## src/rtl/ple_pkg.sv

```systemverilog
// Shared types and constants for the positional list engine.
package ple_pkg;

    localparam int DEPTH = 16;
    localparam int IDX_W = $clog2(DEPTH);
    localparam int CNT_W = $clog2(DEPTH + 1);

    typedef enum logic [3:0] {
        OP_INS_FRONT = 4'd0,
        OP_INS_BACK  = 4'd1,
        OP_INS_AT    = 4'd2,
        OP_DEL_FRONT = 4'd3,
        OP_DEL_BACK  = 4'd4,
        OP_DEL_AT    = 4'd5,
        OP_SEARCH    = 4'd6,
        OP_DUMP_FWD  = 4'd7,
        OP_DUMP_BACK = 4'd8
    } opcode_t;

    typedef enum logic [2:0] {
        ST_OK       = 3'd0,
        ST_BADPOS   = 3'd1,
        ST_NOPOS    = 3'd2,
        ST_EMPTY    = 3'd3,
        ST_FULL     = 3'd4,
        ST_FOUND    = 3'd5,
        ST_NOTFOUND = 3'd6
    } status_t;

    typedef enum logic [1:0] {
        S_IDLE,
        S_EXEC,
        S_DUMP
    } state_t;

    // controller -> datapath
    typedef struct packed {
        logic capture;    // latch the incoming word
        logic exec;       // carry out the latched operation
        logic dump_next;  // emit the next dump element
    } cmd_t;

    // datapath -> controller
    typedef struct packed {
        logic slot_free;   // output register can take a word this cycle
        logic dump_multi;  // latched op is a dump of two or more elements
        logic dump_final;  // element about to be emitted is the last one
    } sts_t;

endpackage

```

## src/rtl/positional_list_engine_core.sv

```systemverilog
// Top level of the positional list engine: controller plus datapath.
//
// Ordered list of up to 16 signed 32-bit words held in a row of register
// cells, front element in cell 0. An input word carries an opcode: insert at
// front, back or before a 1-based position; delete from front, back or a
// position (the removed word is returned); search; dump forward or backward.
// Every operation gives one output word, except a dump, which gives one word
// per element with last set on the final one (an empty list dumps as one
// EMPTY word). Opcodes 9 to 15 are dropped without output. An input word is
// captured, then executed; inserts and deletes shift all cells at once and a
// search compares all cells at once. A dump holds the input side until its
// last element is emitted, since the single cell read port emits one element
// a cycle while the output side is not stalled.
// element_count reports the occupancy after the operation.
module positional_list_engine_core (
    input  logic               clk,
    input  logic               rst_n,
    input  logic               in_valid,
    output logic               in_ready,
    input  logic [3:0]         opcode,
    input  logic signed [31:0] value,
    input  logic [7:0]         position,
    output logic               out_valid,
    input  logic               out_ready,
    output logic [2:0]         status,
    output logic signed [31:0] result_value,
    output logic [4:0]         element_count,
    output logic               last
);
    import ple_pkg::*;

    cmd_t cmd;
    sts_t sts;

    // sequencing: idle / execute / dump streaming
    ple_ctrl u_ctrl (
        .clk      (clk),
        .rst_n    (rst_n),
        .in_valid (in_valid),
        .in_ready (in_ready),
        .sts      (sts),
        .cmd      (cmd)
    );

    // cells, count and output register
    ple_datapath u_datapath (
        .clk           (clk),
        .rst_n         (rst_n),
        .cmd           (cmd),
        .sts           (sts),
        .opcode        (opcode),
        .value         (value),
        .position      (position),
        .out_valid     (out_valid),
        .out_ready     (out_ready),
        .status        (status),
        .result_value  (result_value),
        .element_count (element_count),
        .last          (last)
    );

endmodule

```

## src/rtl/ple_ctrl.sv

```systemverilog
// Sequencing state machine for the positional list engine.
module ple_ctrl (
    input  logic          clk,
    input  logic          rst_n,
    input  logic          in_valid,
    output logic          in_ready,
    input  ple_pkg::sts_t sts,
    output ple_pkg::cmd_t cmd
);
    import ple_pkg::*;

    state_t state_reg;
    state_t state_next;

    always_ff @(posedge clk or negedge rst_n)
    begin
        if (!rst_n)
        begin
            state_reg <= S_IDLE;
        end
        else
        begin
            state_reg <= state_next;
        end
    end

    always_comb
    begin
        state_next = state_reg;
        unique case (state_reg)
            S_IDLE:
            begin
                if (in_valid && sts.slot_free)
                begin
                    state_next = S_EXEC;
                end
            end
            S_EXEC:
            begin
                state_next = sts.dump_multi ? S_DUMP : S_IDLE;
            end
            S_DUMP:
            begin
                if (sts.slot_free && sts.dump_final)
                begin
                    state_next = S_IDLE;
                end
            end
            default:
            begin
                state_next = S_IDLE;
            end
        endcase
    end

    always_comb
    begin
        in_ready      = 1'b0;
        cmd.capture   = 1'b0;
        cmd.exec      = 1'b0;
        cmd.dump_next = 1'b0;
        unique case (state_reg)
            S_IDLE:
            begin
                in_ready    = sts.slot_free;
                cmd.capture = in_valid && sts.slot_free;
            end
            S_EXEC:
            begin
                cmd.exec = 1'b1;
            end
            S_DUMP:
            begin
                cmd.dump_next = sts.slot_free;
            end
            default:
            begin
                in_ready = 1'b0;
            end
        endcase
    end

endmodule

```

## src/rtl/ple_datapath.sv

```systemverilog
// List cells, element count, operand latch and output register.
module ple_datapath (
    input  logic               clk,
    input  logic               rst_n,
    input  ple_pkg::cmd_t      cmd,
    output ple_pkg::sts_t      sts,
    input  logic [3:0]         opcode,
    input  logic signed [31:0] value,
    input  logic [7:0]         position,
    output logic               out_valid,
    input  logic               out_ready,
    output logic [2:0]         status,
    output logic signed [31:0] result_value,
    output logic [4:0]         element_count,
    output logic               last
);
    import ple_pkg::*;

    logic [31:0]      cell_reg [DEPTH];
    logic [31:0]      cell_next [DEPTH];
    logic [CNT_W-1:0] count_reg;
    logic [CNT_W-1:0] count_next;

    opcode_t     op_reg;
    logic [31:0] val_reg;
    logic [7:0]  pos_reg;
    logic [IDX_W-1:0] step_reg;

    logic        out_valid_reg;
    status_t     out_status_reg;
    logic [31:0] out_value_reg;
    logic [4:0]  out_count_reg;
    logic        out_last_reg;

    logic             is_full;
    logic             is_empty;
    logic             pos_zero;
    logic             pos_past;
    logic [7:0]       pos_m1;
    logic [CNT_W-1:0] count_m1;
    logic [IDX_W-1:0] step_cur;
    logic [IDX_W-1:0] rd_idx;
    logic [31:0]      rd_data;
    logic             hit;

    logic             has_res;
    status_t          res_status;
    logic [31:0]      res_value;
    logic             res_last;
    logic             do_ins;
    logic             do_del;
    logic [IDX_W-1:0] ins_idx;

    assign is_full  = (count_reg == CNT_W'(DEPTH));
    assign is_empty = (count_reg == '0);
    assign pos_zero = (pos_reg == 8'd0);
    assign pos_past = ({1'b0, pos_reg} > 9'(count_reg));
    assign pos_m1   = pos_reg - 8'd1;
    assign count_m1 = count_reg - CNT_W'(1);
    assign step_cur = cmd.exec ? '0 : step_reg;

    // single read port: element to delete, or the dump element due now
    always_comb
    begin
        case (op_reg)
            OP_DEL_FRONT: rd_idx = '0;
            OP_DEL_BACK:  rd_idx = count_m1[IDX_W-1:0];
            OP_DEL_AT:    rd_idx = pos_m1[IDX_W-1:0];
            OP_DUMP_BACK: rd_idx = count_m1[IDX_W-1:0] - step_cur;
            default:      rd_idx = step_cur;
        endcase
    end

    assign rd_data = cell_reg[rd_idx];

    // every occupied cell compared at once
    always_comb
    begin
        hit = 1'b0;
        for (int i = 0; i < DEPTH; i++)
        begin
            if ((CNT_W'(i) < count_reg) && (cell_reg[i] == val_reg))
            begin
                hit = 1'b1;
            end
        end
    end

    always_comb
    begin
        has_res    = 1'b1;
        res_status = ST_OK;
        res_value  = '0;
        res_last   = 1'b1;
        do_ins     = 1'b0;
        do_del     = 1'b0;
        ins_idx    = '0;
        case (op_reg) inside
            OP_INS_FRONT, OP_INS_BACK:
            begin
                if (is_full)
                begin
                    res_status = ST_FULL;
                end
                else
                begin
                    do_ins    = 1'b1;
                    ins_idx   = (op_reg == OP_INS_FRONT) ? '0 : count_reg[IDX_W-1:0];
                    res_value = val_reg;
                end
            end
            OP_INS_AT:
            begin
                if (pos_zero)
                begin
                    res_status = ST_BADPOS;
                end
                else if (is_empty)
                begin
                    do_ins    = 1'b1;
                    res_value = val_reg;
                end
                else if (pos_past)
                begin
                    res_status = ST_NOPOS;
                end
                else if (is_full)
                begin
                    res_status = ST_FULL;
                end
                else
                begin
                    do_ins    = 1'b1;
                    ins_idx   = pos_m1[IDX_W-1:0];
                    res_value = val_reg;
                end
            end
            OP_DEL_FRONT, OP_DEL_BACK:
            begin
                if (is_empty)
                begin
                    res_status = ST_EMPTY;
                end
                else
                begin
                    do_del    = 1'b1;
                    res_value = rd_data;
                end
            end
            OP_DEL_AT:
            begin
                if (pos_zero)
                begin
                    res_status = ST_BADPOS;
                end
                else if (is_empty)
                begin
                    res_status = ST_EMPTY;
                end
                else if (pos_past)
                begin
                    res_status = ST_NOPOS;
                end
                else
                begin
                    do_del    = 1'b1;
                    res_value = rd_data;
                end
            end
            OP_SEARCH:
            begin
                if (is_empty)
                begin
                    res_status = ST_EMPTY;
                end
                else
                begin
                    res_status = hit ? ST_FOUND : ST_NOTFOUND;
                end
            end
            OP_DUMP_FWD, OP_DUMP_BACK:
            begin
                if (is_empty)
                begin
                    res_status = ST_EMPTY;
                end
                else
                begin
                    res_value = rd_data;
                    res_last  = (count_reg == CNT_W'(1));
                end
            end
            default:
            begin
                has_res = 1'b0;
            end
        endcase
    end

    // shift network: open a gap on insert, close it on delete
    always_comb
    begin
        for (int i = 0; i < DEPTH; i++)
        begin
            cell_next[i] = cell_reg[i];
            if (cmd.exec && do_ins)
            begin
                if (IDX_W'(i) == ins_idx)
                begin
                    cell_next[i] = val_reg;
                end
                else if ((i > 0) && (IDX_W'(i) > ins_idx))
                begin
                    cell_next[i] = cell_reg[(i > 0) ? i - 1 : 0];
                end
            end
            else if (cmd.exec && do_del && (i < DEPTH - 1) && (IDX_W'(i) >= rd_idx))
            begin
                cell_next[i] = cell_reg[(i < DEPTH - 1) ? i + 1 : i];
            end
        end
    end

    always_comb
    begin
        count_next = count_reg;
        if (cmd.exec && do_ins)
        begin
            count_next = count_reg + CNT_W'(1);
        end
        else if (cmd.exec && do_del)
        begin
            count_next = count_m1;
        end
    end

    always_ff @(posedge clk)
    begin
        for (int i = 0; i < DEPTH; i++)
        begin
            cell_reg[i] <= cell_next[i];
        end
        if (cmd.capture)
        begin
            op_reg  <= opcode_t'(opcode);
            val_reg <= value;
            pos_reg <= position;
        end
        if (cmd.exec)
        begin
            step_reg <= IDX_W'(1);
        end
        else if (cmd.dump_next)
        begin
            step_reg <= step_reg + IDX_W'(1);
        end
    end

    always_ff @(posedge clk or negedge rst_n)
    begin
        if (!rst_n)
        begin
            count_reg <= '0;
        end
        else
        begin
            count_reg <= count_next;
        end
    end

    // output register
    always_ff @(posedge clk or negedge rst_n)
    begin
        if (!rst_n)
        begin
            out_valid_reg <= 1'b0;
        end
        else if ((cmd.exec && has_res) || cmd.dump_next)
        begin
            out_valid_reg <= 1'b1;
        end
        else if (out_ready)
        begin
            out_valid_reg <= 1'b0;
        end
    end

    always_ff @(posedge clk)
    begin
        if (cmd.exec && has_res)
        begin
            out_status_reg <= res_status;
            out_value_reg  <= res_value;
            out_count_reg  <= 5'(count_next);
            out_last_reg   <= res_last;
        end
        else if (cmd.dump_next)
        begin
            out_status_reg <= ST_OK;
            out_value_reg  <= rd_data;
            out_count_reg  <= 5'(count_reg);
            out_last_reg   <= sts.dump_final;
        end
    end

    assign sts.slot_free  = !out_valid_reg || out_ready;
    assign sts.dump_multi = ((op_reg == OP_DUMP_FWD) || (op_reg == OP_DUMP_BACK))
                            && (count_reg > CNT_W'(1));
    assign sts.dump_final = (CNT_W'(step_cur) == count_m1);

    assign out_valid     = out_valid_reg;
    assign status        = out_status_reg;
    assign result_value  = out_value_reg;
    assign element_count = out_count_reg;
    assign last          = out_last_reg;

endmodule

```

## config.mk

```make
export PLATFORM = sky130hd
export DESIGN_NAME = positional_list_engine_core
export DESIGN_NICKNAME = d
export VERILOG_FILES = /design/src/rtl/ple_pkg.sv /design/src/rtl/positional_list_engine_core.sv /design/src/rtl/ple_ctrl.sv /design/src/rtl/ple_datapath.sv
export SDC_FILE = /design/constraint.sdc
export NUM_CORES = 2
export LEC_CHECK = 0
export BUFFER_PORTS_ARGS = -buffer_cell sky130_fd_sc_hd__buf_2
export CORE_MARGIN = 2
export CORE_UTILIZATION = 35
export CTS_CLUSTER_SIZE = 28
export DETAILED_ROUTE_END_ITERATION = 10
export MAX_ROUTING_LAYER = met4
export PLACE_DENSITY_LB_ADDON = 0.05
export SLEW_MARGIN = 20
export SYNTH_ARGS = -nofsm -noshare
export SYNTH_HDL_FRONTEND = slang
export SYNTH_SLANG_ARGS = --single-unit
```

## constraint.sdc

```tcl
create_clock -name clk -period 13.5 [get_ports clk]
set_input_delay 2.7 -clock clk [delete_from_list [all_inputs] [get_ports clk]]
set_output_delay 2.7 -clock clk [all_outputs]
set_load 0.01 [all_outputs]
```

==> impl_results.md <==
- Fillers: 11,500
- Post-DP Area: ~0.043 mm^2
- Max reg flops: 512
- Outcome: finished, final reports clean
- Clock Latency Late Sink: approximately 0.67 ns
- Fmax: 0.155 GHz
- Iteration-0 DRC Markers: ~3,400
- Yosys reg bits: 609
- Seq/Total Area, Yosys: 44.5%
- Die area: 0.120 mm^2
- Startpoint types: flip-flop
- CP bufs+invs: 5
- Gr ovfl total: 0
- Vias/cell: between 5 and 6
- Top Ports: 91
- Die Width: 346 um
- Setup Fix Bufs, Post-CTS: 0
- Total Power: approximately 8.5 mW
- Post-synthesis cell type count: ~80
- Number of setup violations in the final report: 0
- H-Tree Depth: 3
- Worst setup EP type: flip-flop
- FF+latch area: 0.0182 mm^2
- First-pass GRT wire length: 245 mm
- Post-Syn Area: approximately 0.041 mm^2
- Rel. slew slack: 16.5%
- Number of global-route vias before repair: 29,800
- Area contributors post-synth: edfxtp_1 (44%), mux2i_1 (15%), xor2_1 (8.8%)
- Routed vias: 31,300
- Clk slew on worst S/H paths: 0.06 ns
- M3 GR Usage: 3.23%
- Maximum VDD drop: 0.110 mV
- Initial Utilization: between 30% and 40%
- Final Skew: 0.0344 ns
- Synthesis warning total: 0
- # DRC: 0
- Final-stage net count: 3,931
- P&R area growth vs syn: 11.5%
- Antenna fix cells: 0
- Worst-path fanout max: between 200 and 250
- DRT Wirelength: 176 mm
- Max Slew Vio Count: 0
- Largest net degree at the start of global routing: 234
- LEAKAGE: 16.6 nW
- Least-Margin Pin Slew: 1.24 ns
- Area of the multi-input gates: between 0.02 and 0.025 mm^2
- EDFF count, synth: 597
- Post-CTS Hold Buffers: 0
- Worst Hold Launch: u_datapath.step_reg[1]
- Post-synth top flop: edfxtp_1
- Post-Syn Instances: 3,943
- Reg-to-Reg Start: u_datapath.count_reg[2]
- Post-CTS resize count: 0
- Crit-path cells: inv_1, ha_1, o21ai_0, a21oi_1, o221a_2, nor2_1, o311ai_4, buf_12, buf_4, buf_4, buf_4, o21ai_0
- Total GRT Usage: 29.6%
- CP delay by family, top: buffers and inverters
- Initial antenna violation count: 1
- Mapped Nets: about 4,000
- Busiest grt layer: met2
- Fin area: 0.0456 mm^2
- Slowest-stage cell, CP: buf_4
- Placed cells: 5,309
- Minimum clock period after layout: about 6.4 ns
- Crit-path max cell delay: between 0.8 and 0.9 ns
- Hold Path Depth: 2
- Final Instance Count excl. Fillers: 5,458
- Asr flop ratio synth: approximately 1.3%
- Share of post-route cells with drive strength above 1: 12.9%
- Setup_tns: 0 ns
- Critical Path RT: 13.89 ns
- R2R Path End: u_datapath.cell_reg[4][24]
- Reg-to-reg setup timing slack: 7.06 ns
- WL per Instance: between 30 and 40 um
- CP most frequent cell: buf_4
- Port Buffers: 90
- Dominant cell type by area after synthesis: edfxtp_1
- RSZ-0062 raised after global routing: no
- WP data arrival: 6.83 ns
- Maxcap violations: 0
- Clock sinks: 609
- CTS buffer count: 80
- Hold WS: 0.531 ns
- Hold EP: u_datapath.step_reg[1]
- HP Class: flip-flop to flip-flop
- Synth Area per Inst: 10.4 um^2
- Grt met1 use: between 40% and 50%
- Pwr Density: 186 mW/mm^2
- Row count: 125
- Clk buf depth: 3
- Antenna Violating Nets Remaining: 0
- Final hold violation count: 0
- CTS tree: built
- Die height: 346 um
- Final GP Congestion: 0.945
- Crit path kind: flip-flop to flip-flop
- M2 GR Usage: a little over two fifths
- Clock root buffer: clkbuf_16
- Period utilisation layout: between 40 and 50%
- Post-DP HPWL: 125 mm
- CORE AREA: 0.116 mm^2
- Post-synth top area share: 43.9%
- R2R cell count: 12
- DRT Pass-1 Iters: 5
==> per-layer routing <==
| layer | vias to the layer above | part of all wire [%] |
|---|---|---|
| met3 | 210 | 5.5 |
| li1 | 14300 | - |
| met5 | - | 0 |
| met1 | 15800 | 46 |
| met4 | 0 | 4.3 |
| met2 | 1061 | 44 |
==> layout make-up <==
cell class                 count  area share, %
inverter                      20          0.176
clock inverter                52           1.19
tap                         1524           4.18
sequential                   609           40.0
multi-input combinational   2971           47.0
timing repair buffer         185           2.64
clock buffer                  97           4.90
==> cell usage in the layout (no fill, tap or decap), types with 32 or more instances in the layout <==
cell type    n
clkbuf_16   86
mux2_2     139
nand3_1     89
edfxtp_1   597
nor3_1      32
buf_2       90
xnor2_1    117
nand4_1     71
mux2i_1    603
o211ai_1   124
buf_4       92
o21ai_1    251
xor2_1     409
nor4_1     105
nand2_1    627
o21ai_0    151
==> synth_stat cells, types with 25 or more instances <==
| cell | number |
|---|---|
| nand4_1 | 71 |
| buf_1 | 95 |
| xnor2_1 | 117 |
| o21ai_0 | 154 |
| edfxtp_1 | 597 |
| nor4_1 | 105 |
| clkbuf_1 | 178 |
| nand3_1 | 90 |
| mux2i_1 | 604 |
| o21ai_1 | 251 |
| nor3_1 | 32 |
| nand2_1 | 631 |
| a21oi_1 | 27 |
| o22a_1 | 25 |
| mux2_2 | 139 |
| buf_2 | 45 |
| o211ai_1 | 124 |
| xor2_1 | 409 |
| nor2_1 | 30 |
==> cell families (layout without fill, tap and decap cells) <==
group,after synthesis,after routing,share of synthesized area (%)
simple gates,1024,1024,11.5
flops,609,609,44.5
fa+ha+maj,16,16,0.508
mux,743,743,18.6
compound gates,662,662,9.79
buf+inv,363,354,3.73
xor+xnor,526,526,11.3
==> where the power goes <==
group	internal, mW	switching (mW)
Sequential	2.52	0.332
Clock	1.38	0.931
Combinational	1.02	2.29
==> metrics by stage <==
stage,util (%),worst slack [ns]
global placement,36.9,7.23
global route,39.3,6.54
detailed placement,36.9,7.13
finish,39.3,7.06
CTS,39.3,7.10
floorplan,-,7.49
==> worst max path at each step <==
| stage | from | end | slack, ns | depth (start not counted) |
|---|---|---|---|---|
| after floorplan | u_datapath.count_reg[1] | u_datapath.cell_reg[0][0] | 7.49 | 13 |
| after global placement | u_datapath.count_reg[2] | u_datapath.cell_reg[5][0] | 7.23 | 12 |
| after detailed placement | u_datapath.count_reg[2] | u_datapath.cell_reg[4][17] | 7.13 | 12 |
| after CTS | u_datapath.count_reg[2] | u_datapath.cell_reg[4][13] | 7.10 | 12 |
| after global routing | u_datapath.count_reg[2] | u_datapath.cell_reg[5][0] | 6.54 | 12 |
| final | u_datapath.count_reg[2] | u_datapath.cell_reg[4][24] | 7.06 | 12 |
==> worst register-to-register path, stage by stage (launching register included) <==
cell and delay (ns):
dfrtp_1 0.86, inv_1 0.15, ha_1 0.32, o21ai_0 0.08, a21oi_1 0.18, o221a_2 0.37
nor2_1 0.13, o311ai_4 0.43, buf_12 0.60, buf_4 0.96, buf_4 0.91, buf_4 0.91
o21ai_0 0.27
Power figures use the tool's default switching activity.
